==> src/sv/biq_pkg.sv <==
// Shared types, codes and the microcode table of the biquad filter.
// Used by the sequencer, the datapath and the top level; depends on nothing.
package biq_pkg;

    localparam int SAMPLE_WIDTH_DEF   = 32;
    localparam int COEF_FRAC_BITS_DEF = 28;

    localparam int COEF_W     = 32;
    localparam int N_REGS     = 6;
    localparam int CFG_IDX_W  = 3;
    localparam int DIGIT_BITS = 32;   // operand digit fed to the multiplier
    localparam int DIGIT_W    = 2;    // at most four digits per operand
    localparam int PROD_W     = COEF_W + DIGIT_BITS + 1;
    localparam int STEP_W     = 3;
    localparam int OP_W       = 2;
    localparam int OPND_W     = 3;

    // Configuration register indexes, also used as coefficient selects.
    localparam logic [CFG_IDX_W-1:0] REG_COEF_X0   = 3'd0;
    localparam logic [CFG_IDX_W-1:0] REG_COEF_X1   = 3'd1;
    localparam logic [CFG_IDX_W-1:0] REG_COEF_X2   = 3'd2;
    localparam logic [CFG_IDX_W-1:0] REG_COEF_Y1   = 3'd3;
    localparam logic [CFG_IDX_W-1:0] REG_COEF_Y2   = 3'd4;
    localparam logic [CFG_IDX_W-1:0] REG_FEED_GAIN = 3'd5;

    localparam logic [COEF_W-1:0] COEF_UNITY = 32'h1000_0000;

    // Microcode operations.
    localparam logic [OP_W-1:0] OP_NOP = 2'd0;
    localparam logic [OP_W-1:0] OP_MAC = 2'd1;
    localparam logic [OP_W-1:0] OP_FIN = 2'd2;

    // Multiplier operand selects.
    localparam logic [OPND_W-1:0] OPND_X  = 3'd0;
    localparam logic [OPND_W-1:0] OPND_X1 = 3'd1;
    localparam logic [OPND_W-1:0] OPND_X2 = 3'd2;
    localparam logic [OPND_W-1:0] OPND_Y1 = 3'd3;
    localparam logic [OPND_W-1:0] OPND_Y2 = 3'd4;
    localparam logic [OPND_W-1:0] OPND_FF = 3'd5;

    typedef struct packed {
        logic [OP_W-1:0]      op;
        logic [CFG_IDX_W-1:0] coef_sel;
        logic [OPND_W-1:0]    opnd_sel;
        logic                 acc_fb;    // 1: feedback accumulator
        logic                 clr;       // first product overwrites the accumulator
        logic                 ld_ff;     // capture the scaled feedforward sum
    } t_uop;

    typedef struct packed {
        logic                 mac;
        logic [CFG_IDX_W-1:0] coef_sel;
        logic [OPND_W-1:0]    opnd_sel;
        logic                 acc_fb;
        logic                 clr;
        logic                 ld_ff;
        logic                 fin;
        logic [DIGIT_W-1:0]   digit;
        logic                 top_digit; // most significant digit, taken as signed
    } t_ctl;

    function automatic logic [COEF_W-1:0] reg_reset(input logic [CFG_IDX_W-1:0] idx);
        logic [COEF_W-1:0] v;
        unique case (idx)
            REG_COEF_X0:   v = COEF_UNITY;
            REG_FEED_GAIN: v = COEF_UNITY;
            default:       v = '0;
        endcase
        return v;
    endfunction

    // Filter program. The feedforward products go first, then the feedback
    // products of the old outputs, so that the feedforward sum has settled before it is scaled and reused.
    function automatic t_uop ucode(input logic [STEP_W-1:0] step);
        t_uop u;
        case (step)
            3'd0:    u = '{OP_MAC, REG_COEF_X0,   OPND_X,  1'b0, 1'b1, 1'b0};
            3'd1:    u = '{OP_MAC, REG_COEF_X1,   OPND_X1, 1'b0, 1'b0, 1'b0};
            3'd2:    u = '{OP_MAC, REG_COEF_X2,   OPND_X2, 1'b0, 1'b0, 1'b0};
            3'd3:    u = '{OP_MAC, REG_COEF_Y1,   OPND_Y1, 1'b1, 1'b1, 1'b0};
            3'd4:    u = '{OP_MAC, REG_COEF_Y2,   OPND_Y2, 1'b1, 1'b0, 1'b1};
            3'd5:    u = '{OP_MAC, REG_FEED_GAIN, OPND_FF, 1'b1, 1'b0, 1'b0};
            3'd6:    u = '{OP_NOP, REG_COEF_X0,   OPND_X,  1'b0, 1'b0, 1'b0};
            default: u = '{OP_FIN, REG_COEF_X0,   OPND_X,  1'b0, 1'b0, 1'b0};
        endcase
        return u;
    endfunction

endpackage

==> src/sv/biquad_iir_filter_with_gain.sv <==
// Top level of the direct-form-I biquad filter with feedforward gain.
// Depends on biq_pkg, biq_seq and biq_dp.
//
//  channel  | handshake                   | payload
//  ---------+-----------------------------+---------------------------------
//  input    | i_in_valid / o_in_ready     | i_command, i_sample_in
//  output   | o_out_valid / i_out_ready   | o_sample_out, o_saturated
//  config   | i_cfg_valid / o_cfg_ready   | i_cfg_index, i_cfg_data
//
// A sample item keeps the block busy from acceptance until its result is
// loaded; no other item is taken meanwhile. The single multiplier works
// through each operand in 32-bit digits, one digit product per cycle.
// A clear item is done in the cycle it is accepted and yields no result.
// Reset is synchronous and active low; it loads the coefficient defaults and
// zeroes the history. A stalled output holds the sequencer on its last step.
module biquad_iir_filter_with_gain #(
    parameter int SAMPLE_WIDTH   = biq_pkg::SAMPLE_WIDTH_DEF,
    parameter int COEF_FRAC_BITS = biq_pkg::COEF_FRAC_BITS_DEF
) (
    input  logic                                 i_clk,
    input  logic                                 i_rst_n,
    input  logic                                 i_in_valid,
    output logic                                 o_in_ready,
    input  logic                                 i_command,
    input  logic signed [SAMPLE_WIDTH-1:0]       i_sample_in,
    output logic                                 o_out_valid,
    input  logic                                 i_out_ready,
    output logic signed [SAMPLE_WIDTH-1:0]       o_sample_out,
    output logic                                 o_saturated,
    input  logic                                 i_cfg_valid,
    output logic                                 o_cfg_ready,
    input  logic [biq_pkg::CFG_IDX_W-1:0]        i_cfg_index,
    input  logic [biq_pkg::COEF_W-1:0]           i_cfg_data
);

    logic [biq_pkg::COEF_W-1:0]      r_coef [biq_pkg::N_REGS];
    logic                            r_out_valid;
    logic signed [SAMPLE_WIDTH-1:0]  r_sample_out;
    logic                            r_saturated;

    logic                            v_busy, v_in_acc, v_start, v_clear, v_out_free;
    logic signed [SAMPLE_WIDTH-1:0]  v_y;
    logic                            v_sat;
    biq_pkg::t_ctl                   v_ctl;

    // Items are taken only while the sequencer is idle. A clear item never
    // starts the sequencer, so the block is ready again in the next cycle.
    assign o_in_ready = !v_busy;
    assign v_in_acc   = i_in_valid && o_in_ready;
    assign v_start    = v_in_acc && !i_command;
    assign v_clear    = v_in_acc && i_command;

    // The output register frees itself in the cycle its item is taken, so a
    // new result can replace it without a bubble.
    assign v_out_free = !r_out_valid || i_out_ready;

    // Coefficient registers. Writes to indexes beyond the list are dropped.
    assign o_cfg_ready = 1'b1;

    always_ff @(posedge i_clk) begin
        for (int k = 0; k < biq_pkg::N_REGS; k++) begin
            if (!i_rst_n) begin
                r_coef[k] <= biq_pkg::reg_reset(biq_pkg::CFG_IDX_W'(k));
            end else if (i_cfg_valid && (i_cfg_index == biq_pkg::CFG_IDX_W'(k))) begin
                r_coef[k] <= i_cfg_data;
            end
        end
    end

    biq_seq #(
        .SAMPLE_WIDTH   (SAMPLE_WIDTH),
        .COEF_FRAC_BITS (COEF_FRAC_BITS)
    ) u_seq (
        .i_clk      (i_clk),
        .i_rst_n    (i_rst_n),
        .i_start    (v_start),
        .i_out_free (v_out_free),
        .o_busy     (v_busy),
        .o_ctl      (v_ctl)
    );

    biq_dp #(
        .SAMPLE_WIDTH   (SAMPLE_WIDTH),
        .COEF_FRAC_BITS (COEF_FRAC_BITS)
    ) u_dp (
        .i_clk    (i_clk),
        .i_rst_n  (i_rst_n),
        .i_start  (v_start),
        .i_clear  (v_clear),
        .i_sample (i_sample_in),
        .i_ctl    (v_ctl),
        .i_coef   (r_coef),
        .o_y      (v_y),
        .o_sat    (v_sat)
    );

    // Result register: loaded on the final step, cleared once taken.
    always_ff @(posedge i_clk) begin
        if (!i_rst_n) begin
            r_out_valid <= 1'b0;
        end else if (v_ctl.fin) begin
            r_out_valid <= 1'b1;
        end else if (i_out_ready) begin
            r_out_valid <= 1'b0;
        end
    end

    always_ff @(posedge i_clk) begin
        if (v_ctl.fin) begin
            r_sample_out <= v_y;
            r_saturated  <= v_sat;
        end
    end

    assign o_out_valid  = r_out_valid;
    assign o_sample_out = r_sample_out;
    assign o_saturated  = r_saturated;

endmodule

==> src/sv/biq_seq.sv <==
// Microcode sequencer: step counter, digit counter and control word decode.
// Depends on biq_pkg for the program table and the control struct.
module biq_seq #(
    parameter int SAMPLE_WIDTH   = biq_pkg::SAMPLE_WIDTH_DEF,
    parameter int COEF_FRAC_BITS = biq_pkg::COEF_FRAC_BITS_DEF
) (
    input  logic          i_clk,
    input  logic          i_rst_n,
    input  logic          i_start,
    input  logic          i_out_free,
    output logic          o_busy,
    output biq_pkg::t_ctl o_ctl
);

    localparam int FFW     = SAMPLE_WIDTH + 34 - COEF_FRAC_BITS;
    localparam int NDIG_S  = (SAMPLE_WIDTH + biq_pkg::DIGIT_BITS - 1) / biq_pkg::DIGIT_BITS;
    localparam int NDIG_FF = (FFW + biq_pkg::DIGIT_BITS - 1) / biq_pkg::DIGIT_BITS;
    localparam logic [biq_pkg::DIGIT_W-1:0] LAST_S  = biq_pkg::DIGIT_W'(NDIG_S - 1);
    localparam logic [biq_pkg::DIGIT_W-1:0] LAST_FF = biq_pkg::DIGIT_W'(NDIG_FF - 1);

    localparam logic ST_IDLE = 1'b0;
    localparam logic ST_RUN  = 1'b1;

    logic                          r_state, n_state;
    logic [biq_pkg::STEP_W-1:0]    r_step, n_step;
    logic [biq_pkg::DIGIT_W-1:0]   r_digit, n_digit;
    biq_pkg::t_uop                 v_uop;
    logic                          v_last_dig;

    assign v_uop      = biq_pkg::ucode(r_step);
    assign v_last_dig = (r_digit == ((v_uop.opnd_sel == biq_pkg::OPND_FF) ? LAST_FF : LAST_S));

    always_comb begin
        n_state = r_state;
        n_step  = r_step;
        n_digit = r_digit;
        unique case (r_state)
            ST_IDLE: begin
                if (i_start) begin
                    n_state = ST_RUN;
                    n_step  = '0;
                    n_digit = '0;
                end
            end
            ST_RUN: begin
                case (v_uop.op)
                    biq_pkg::OP_MAC: begin
                        if (v_last_dig) begin
                            n_digit = '0;
                            n_step  = r_step + 1'b1;
                        end else begin
                            n_digit = r_digit + 1'b1;
                        end
                    end
                    biq_pkg::OP_FIN: begin
                        // Wait here until the output register can take the result.
                        if (i_out_free) begin
                            n_state = ST_IDLE;
                            n_step  = '0;
                        end
                    end
                    default: n_step = r_step + 1'b1;
                endcase
            end
            default: n_state = ST_IDLE;
        endcase
    end

    always_ff @(posedge i_clk) begin
        if (!i_rst_n) begin
            r_state <= ST_IDLE;
            r_step  <= '0;
            r_digit <= '0;
        end else begin
            r_state <= n_state;
            r_step  <= n_step;
            r_digit <= n_digit;
        end
    end

    always_comb begin
        o_ctl.mac       = (r_state == ST_RUN) && (v_uop.op == biq_pkg::OP_MAC);
        o_ctl.coef_sel  = v_uop.coef_sel;
        o_ctl.opnd_sel  = v_uop.opnd_sel;
        o_ctl.acc_fb    = v_uop.acc_fb;
        o_ctl.clr       = v_uop.clr && (r_digit == '0);
        o_ctl.ld_ff     = (r_state == ST_RUN) && v_uop.ld_ff;
        o_ctl.fin       = (r_state == ST_RUN) && (v_uop.op == biq_pkg::OP_FIN) && i_out_free;
        o_ctl.digit     = r_digit;
        o_ctl.top_digit = v_last_dig;
    end

    assign o_busy = (r_state == ST_RUN);

endmodule

==> src/sv/biq_dp.sv <==
// Datapath: one 32x33 multiplier, two accumulators, history and saturation.
// Depends on biq_pkg; driven by the control struct of biq_seq.
module biq_dp #(
    parameter int SAMPLE_WIDTH   = biq_pkg::SAMPLE_WIDTH_DEF,
    parameter int COEF_FRAC_BITS = biq_pkg::COEF_FRAC_BITS_DEF
) (
    input  logic                            i_clk,
    input  logic                            i_rst_n,
    input  logic                            i_start,
    input  logic                            i_clear,
    input  logic signed [SAMPLE_WIDTH-1:0]  i_sample,
    input  biq_pkg::t_ctl                   i_ctl,
    input  logic [biq_pkg::COEF_W-1:0]      i_coef [biq_pkg::N_REGS],
    output logic signed [SAMPLE_WIDTH-1:0]  o_y,
    output logic                            o_sat
);

    localparam int SW      = SAMPLE_WIDTH;
    localparam int F       = COEF_FRAC_BITS;
    localparam int FFW     = SW + 34 - F;
    localparam int NDIG_FF = (FFW + biq_pkg::DIGIT_BITS - 1) / biq_pkg::DIGIT_BITS;
    localparam int OPW     = NDIG_FF * biq_pkg::DIGIT_BITS;
    localparam int ACCW    = (SW + 68 - F > biq_pkg::PROD_W) ? SW + 68 - F : biq_pkg::PROD_W;
    localparam int HIW     = ACCW - (SW - 1 + F);

    logic signed [SW-1:0]                   r_x, r_x1, r_x2, r_y1, r_y2;
    logic signed [FFW-1:0]                  r_ff;
    logic signed [ACCW-1:0]                 r_acc_ff, r_acc_fb;
    logic signed [biq_pkg::PROD_W-1:0]      r_prod;
    logic                                   r_pv, r_pfb, r_pclr;
    logic [biq_pkg::DIGIT_W-1:0]            r_pdig;

    logic signed [OPW-1:0]                  v_opx;
    logic [biq_pkg::DIGIT_BITS-1:0]         v_slice;
    logic signed [biq_pkg::DIGIT_BITS:0]    v_dig;
    logic signed [biq_pkg::COEF_W-1:0]      v_coef;
    logic signed [biq_pkg::PROD_W-1:0]      v_prod;
    logic signed [ACCW-1:0]                 v_addend;
    logic [HIW-1:0]                         v_hi;
    logic                                   v_fits;

    always_comb begin
        case (i_ctl.opnd_sel)
            biq_pkg::OPND_X1: v_opx = OPW'(r_x1);
            biq_pkg::OPND_X2: v_opx = OPW'(r_x2);
            biq_pkg::OPND_Y1: v_opx = OPW'(r_y1);
            biq_pkg::OPND_Y2: v_opx = OPW'(r_y2);
            biq_pkg::OPND_FF: v_opx = OPW'(r_ff);
            default:          v_opx = OPW'(r_x);
        endcase
        case (i_ctl.coef_sel)
            biq_pkg::REG_COEF_X1:   v_coef = i_coef[1];
            biq_pkg::REG_COEF_X2:   v_coef = i_coef[2];
            biq_pkg::REG_COEF_Y1:   v_coef = i_coef[3];
            biq_pkg::REG_COEF_Y2:   v_coef = i_coef[4];
            biq_pkg::REG_FEED_GAIN: v_coef = i_coef[5];
            default:                v_coef = i_coef[0];
        endcase
    end

    // Lower digits are unsigned, the top digit carries the operand's sign.
    assign v_slice  = biq_pkg::DIGIT_BITS'(v_opx >>> (i_ctl.digit * biq_pkg::DIGIT_BITS));
    assign v_dig    = {i_ctl.top_digit & v_slice[biq_pkg::DIGIT_BITS-1], v_slice};
    assign v_prod   = v_coef * v_dig;
    assign v_addend = ACCW'(r_prod) <<< (r_pdig * biq_pkg::DIGIT_BITS);

    always_ff @(posedge i_clk) begin
        if (!i_rst_n) begin
            r_pv <= 1'b0;
        end else begin
            r_pv <= i_ctl.mac;
        end
    end

    always_ff @(posedge i_clk) begin
        if (i_ctl.mac) begin
            r_prod <= v_prod;
            r_pfb  <= i_ctl.acc_fb;
            r_pclr <= i_ctl.clr;
            r_pdig <= i_ctl.digit;
        end
        if (r_pv && !r_pfb) begin
            r_acc_ff <= (r_pclr ? '0 : r_acc_ff) + v_addend;
        end
        if (r_pv && r_pfb) begin
            r_acc_fb <= (r_pclr ? '0 : r_acc_fb) + v_addend;
        end
        if (i_ctl.ld_ff) begin
            r_ff <= r_acc_ff[F +: FFW];
        end
        if (i_start) begin
            r_x <= i_sample;
        end
    end

    always_ff @(posedge i_clk) begin
        if (!i_rst_n || i_clear) begin
            r_x1 <= '0;
            r_x2 <= '0;
            r_y1 <= '0;
            r_y2 <= '0;
        end else if (i_ctl.fin) begin
            r_x2 <= r_x1;
            r_x1 <= r_x;
            r_y2 <= r_y1;
            r_y1 <= o_y;
        end
    end

    // The scaled sum fits when every bit from the output sign upward agrees.
    assign v_hi   = r_acc_fb[ACCW-1:SW-1+F];
    assign v_fits = (&v_hi) | ~(|v_hi);

    always_comb begin
        if (v_fits) begin
            o_y = r_acc_fb[F +: SW];
        end else if (r_acc_fb[ACCW-1]) begin
            o_y = {1'b1, {(SW-1){1'b0}}};
        end else begin
            o_y = {1'b0, {(SW-1){1'b1}}};
        end
        o_sat = !v_fits;
    end

endmodule

==> config.mk <==
export PLATFORM = sky130hd
export DESIGN_NAME = biquad_iir_filter_with_gain
export DESIGN_NICKNAME = d
export VERILOG_FILES = /design/src/sv/biq_pkg.sv /design/src/sv/biquad_iir_filter_with_gain.sv /design/src/sv/biq_seq.sv /design/src/sv/biq_dp.sv
export SDC_FILE = /design/constraint.sdc
export NUM_CORES = 2
export LEC_CHECK = 0
export CORE_MARGIN = 2
export CORE_UTILIZATION = 47
export CTS_CLUSTER_DIAMETER = 80
export DETAILED_ROUTE_END_ITERATION = 12
export DONT_BUFFER_PORTS = 1
export SLEW_MARGIN = 20
export SYNTH_ARGS = -nofsm -noshare
export SYNTH_HDL_FRONTEND = slang
export SYNTH_SLANG_ARGS = --single-unit
==> constraint.sdc <==
create_clock -name i_clk -period 9.3 [get_ports i_clk]
set_input_delay 0.465 -clock i_clk [delete_from_list [all_inputs] [get_ports i_clk]]
set_output_delay 0.465 -clock i_clk [all_outputs]
set_load 0.02 [all_outputs]
# == Word-level counts from Yosys, hierarchy flattened ==
# Index checks and enable logic that the tools add are counted.
# classes
n_addsub,4
mul,1
n_eq_ne,28
shifts,2
mux,23
n_bitwise,4
n_reduce_logical,32
# op_table
operator,n
$pmux 64 s5,1
$pmux 32 s5,1
$add 72x72->72,2
$mux 72,2
$pmux 11 s7,1
$sshl 65x7->72,1
$mul 32x33->65,1
$mux 32,2
$sshr 64x7->32,1
$eq 3x3->1 const B,9
$eq 3x2->1 const B,8
$logic_and 1x1->1,16
$reduce_and 13->1,1
$reduce_or 13->1,1
$eq 3x1->1 const B,4
$pmux 3 s2,2
$mux 3,3
$logic_not 1->1,6
$logic_not 3->1,2
$mux 1,6
$mux 2,3
$pmux 2 s2,1
$add 3x1->3 const B,1
$ne 3x2->1 const B,1
16 further kinds,18
# word_totals
register_bits,644
inputBits,73
word_cells,119

# == Depth between registers and ports, before layout ==
# depth
ltp_word,8
ltp_mapped,42
mapped_depth_nobuf,36

# == Hierarchy ==
# Synthesis repeated with hierarchy kept, for this count alone.
# unflattened
cells_unflattened,7604
hier_area_um2,71095.7
# by_module_without_submodules
module,instances,cells_each,area_each_um2,seq_area_each_um2
biq_dp,1,6838,62611.3,10900.5
biquad_iir_filter_with_gain,1,705,7956.4,4854.7
biq_seq,1,61,528.0,120.1

# == Least setup slack after synthesis ==
# OpenSTA, ideal clock, no wires.
# synth_timing
path_type,register to register
startpoint,register u_seq.r_step[1] (netlist bit)
endpoint,register u_dp.r_prod[59] (netlist bit) (data pin)
setup_time_ns,0.263
arrival_time_ns,9.539
setup_slack_ns,-0.501
stages_incl_launch_ff,37
n_path_buf,5
synth_period_minus_slack_ns,9.801
path_cell_list,dfxtp_1 -> inv_1 -> ha_1 -> o31ai_2 -> nand2b_1 -> buf_2 -> nor2_4 -> buf_2 -> clkbuf_1 -> a222oi_1 -> a21oi_1 -> buf_2 -> nand2_1 -> fa_1 -> fa_1 -> inv_1 -> fa_1 -> inv_1 -> fa_1 -> inv_1 -> fa_1 -> fa_1 -> inv_1 -> fa_1 -> fa_1 -> inv_1 -> ha_1 -> clkbuf_1 -> a21o_1 -> a21o_1 -> a21oi_1 -> inv_1 -> nor3_1 -> o21ai_0 -> a31o_2 -> a21oi_1 -> xnor2_1
# synth_via
elab_chain_cells,7
# synth_lines
item,line,source
from (decl),biq_seq.sv:25,"logic [biq_pkg::STEP_W-1:0] r_step, n_step;"
from (signal assigned),biq_seq.sv:76,r_step <= n_step;
"$eq 3x3->1, or another cell as far along",biq_pkg.sv:76,case (step)
$pmux 11 s7 *,biq_pkg.sv:76,
"$eq 3x3->1, or another cell as far along","biq_seq.sv:31, biq_dp.sv:43",
$pmux 64 s5 or $mux 1 (tied branches),"biq_dp.sv:43, biq_seq.sv:31",
$sshr 64x7->32 or $eq 2x2->1 (tied branches),"biq_dp.sv:62, biq_seq.sv:31",
$and 1x1->1,biq_dp.sv:63,"assign v_dig = {i_ctl.top_digit & v_slice[biq_pkg::DIGIT_BITS-1], v_slice};"
$mul 32x33->65 *,biq_dp.sv:64,assign v_prod = v_coef * v_dig;
"via u_dp.v_prod, one bit",biq_dp.sv:37,logic signed [biq_pkg::PROD_W-1:0] v_prod;
to (signal assigned),biq_dp.sv:77,r_prod <= v_prod;
to (decl),biq_dp.sv:29,logic signed [biq_pkg::PROD_W-1:0] r_prod;
# The timed path passes the listed nets; every way through them passes the cells marked *.
# A chain may end at the register's enable or synchronous reset.

# == Worst setup path after layout ==
# layout_timing
startpoint,register u_seq.r_step[1] (netlist bit)
endpoint,register u_dp.r_prod[64] (netlist bit) (data pin)
# The elaborated chain is that of the path after synthesis.

==> impl_metrics.toml <==
[worst_setup_path]
cp_data_arrival_time_ps = 10120
crit_type = "flop to flop"
worst-endpoint-required_ps = 9710
end_kind = "flop"
cp_max_fo = 6
max_stage_delay_ps = 590
crit_path_start_kind = "flop"
reg2reg_from = "u_seq.r_step[1]"
slowest_stage = "fa_1"
startpoint = "u_seq.r_step[1]"
crit_path_frequent_cell = "fa_1"

[cells_and_area]
multi_input_area_mm2 = 0.0505
drive_above_1_share_pct = 14.6
regArea_mm2 = 0.0159
area_growth_pct = 18.3
finish.utilization_pct = 56.1
nets = 9953
nFillCells = 13593

[route]
detail-route-antenna-nets = 0
drc = 0
routedWlPerCell_um = 23.4
drtIter0Drc = 5621
num_vias = 58652
drt-total-wl_um = 246000
viasPerCell = 5.58
first_pass_iters = 6

[yosys]
synth-adder-area-share_pct = 37.1
avgSynthCellArea_um2 = 9.01
synthTopCellsByArea = "fa_1, edfxtp_1, dfxtp_1"
synthXorXnorAreaFrac_pct = 2.43
yosys.area.top_type_share_pct = 31.3
syn_nets = 9435
ys_seq_area_share_pct = 22.3
ys_ff_latch = 638
synth_flop_cell = "dfxtp_1"
yosys.area_share.simple_pct = 15.7
synth-edff-count = 310
yosysWarnings = 0
synth_cell_types = 84
postSynthCellCount = 7917
synth_most_common_cell = "nand2_1"
synth_top_family_by_area = "adder cells"
ys_top_cells_by_count = "nand2_1, inv_1, fa_1"
syn_area_mm2 = 0.0713
synth_compound_area_share_pct = 12.3
synthMuxAreaShare_pct = 1.40
async_reset_ff_share_pct = 0
synth.largest_area_cell = "fa_1"

[sta]
relSlewSlack_pct = 29.0
slew_viol_final = 0
holdWs_ps = 54.1
rsz0062_at_grt = "true"
post-route-period-util_pct = 104
final-setup-viol-count = 23
fin_ws_ps = -416
fmax_ghz = 0.103
worst_pin_slew_ps = 1060
clock_skew_ps = 35.7
fin_crit_ps = 9720
hold_viol_final = 0

[hold_path]
min_path_type = "primary input to flop"
min_from = "i_cfg_data[21]"

[outcome]
violations = "negative setup slack"
status = "finished, violations left"

[clock_network]
clkTransAtPathRegs_ps = 60
clk_path_buf_depth = 3
cts_buffers = 69
clockRootBuffer = "clkbuf_16"
clk_latency_ps = 670
cts.sinks = 638
tritoncts = "built"
htree_num_levels = 3

[global_routing]
grt_pass1_wl_um = 374000
grt_use_total_pct = 31.8
grt.overflow.total = 0
grt_pass1_vias = 59636
grt_max_degree = 196
antenna_found_initial = 9

[placed_design]
post-place-ws_ps = -856
gp_congestion = 0.995
dp_hpwl_um = 200000
portBuffers = 0

[run]
drv_cap = 0

[power]
total_leakage_power_nw = 37.4
cellPowerDensity_mw_per_mm2 = 186
ir_drop_uv = 235

[floorplan]
die_y_um = 394
dieArea_mm2 = 0.155
rows = 142
start_util_pct = 47.4
num_io_pins = 109
die-width_um = 394
core-area_mm2 = 0.150
[metrics by stage]
stage,instance area (µm²),setup TNS [ps],cells,power (W)
floorplan,71400,0,7917,0.00834
global placement,79400,-13100,10238,0.0119
detailed placement,79400,-13050,10238,0.0119
CTS,83900,-3430,10494,0.0154
global route,84300,-14010,10507,0.0167
finish,84300,-4750,10510,0.0157
[layout make-up]
class / instances / share of cell area (%)
inverters: 1126 / 5.03
clock inverters: 39 / 0.531
diodes: 4 / 0.0119
repair buffers: 901 / 10.5
clock buffers: 87 / 2.22
multi-input cells: 5699 / 59.9
flip-flops and latches: 638 / 18.8
well taps: 2016 / 2.99
[layout by cell type, fill, tap and decap left out, drive strengths merged, types with 204 or more instances in the layout]
cell / Yosys / final
nor2: 714 / 714
edfxtp: 310 / 310
nand2: 1373 / 1373
buf: 146 / 833
fa: 1114 / 1114
dfxtp: 328 / 328
a21oi: 430 / 430
inv: 1125 / 1130
a21boi: 204 / 204
ha: 331 / 331
[per-layer routing]
metal	share of wire, %	global-route usage [%]	up-vias
li1	-	-	26282
met1	42	44.3	29719
met2	45	50.0	2219
met3	7.9	5.60	428
met4	4.2	11.2	4
met5	0.011	0	-
[final timing paths]
check / to / slack, ps / cells past startpoint
worst max-delay path: u_dp.r_prod[64] / -420 / 37
worst min-delay path: r_coef[181] / 50 / 2
worst max register to register: u_dp.r_prod[64] / -420 / 37
worst min register to register: u_dp.r_ff[18] / 440 / 0
[flip-flops by register name, summed over array words and instances, names as in the netlist]
register,count
o_out_valid,1
o_sample_out,32
o_saturated,1
r_coef,192
u_dp.r_acc_fb,72
u_dp.r_acc_ff,66
u_dp.r_ff,38
u_dp.r_pclr,1
u_dp.r_pdig,2
u_dp.r_pfb,1
u_dp.r_prod,65
u_dp.r_pv,1
u_dp.r_x,32
u_dp.r_x1,32
u_dp.r_x2,32
u_dp.r_y1,32
u_dp.r_y2,32
u_seq.o_busy,1
u_seq.r_digit,2
u_seq.r_step,3
[logic make-up after synthesis]
logic type               Yosys count
AND/OR/NAND/NOR                 2632
buffers and inverters           1581
adder cells (fa/ha/maj)         1445
AO/OA/AOI/OAI                   1324
flip-flops                       638
XOR/XNOR                         198
multiplexers                      98
other                              1
[power by group]
part | switching (W) | internal [W]
logic | 0.00509 | 0.00418
registers | 0.000158 | 0.00332
clock network | 0.00126 | 0.00167
total | 0.00651 | 0.00917
[worst max-delay path: cells and delay by family (launching register included)]
| kind | cells | cell delay (ps) |
|---|---|---|
| fa+ha+maj | 10 | 4660 |
| compound gates | 12 | 2410 |
| simple gates | 7 | 960 |
| buf+inv | 7 | 940 |
| flops | 1 | 370 |
| xor+xnor | 1 | 120 |
[what timing repair did]
item | 4_1_cts | 5_1_grt
pin swaps | 68 | 32
setup buffers | 63 | 12
gates resized for setup | 194 | 61
cloned | 4 | 0
hold buffers | 66 | 0
endpoints found under the setup margin | 33 | 37
endpoints found under the hold margin | 232 | 0
Note: power is estimated with default switching activity, not from simulation.
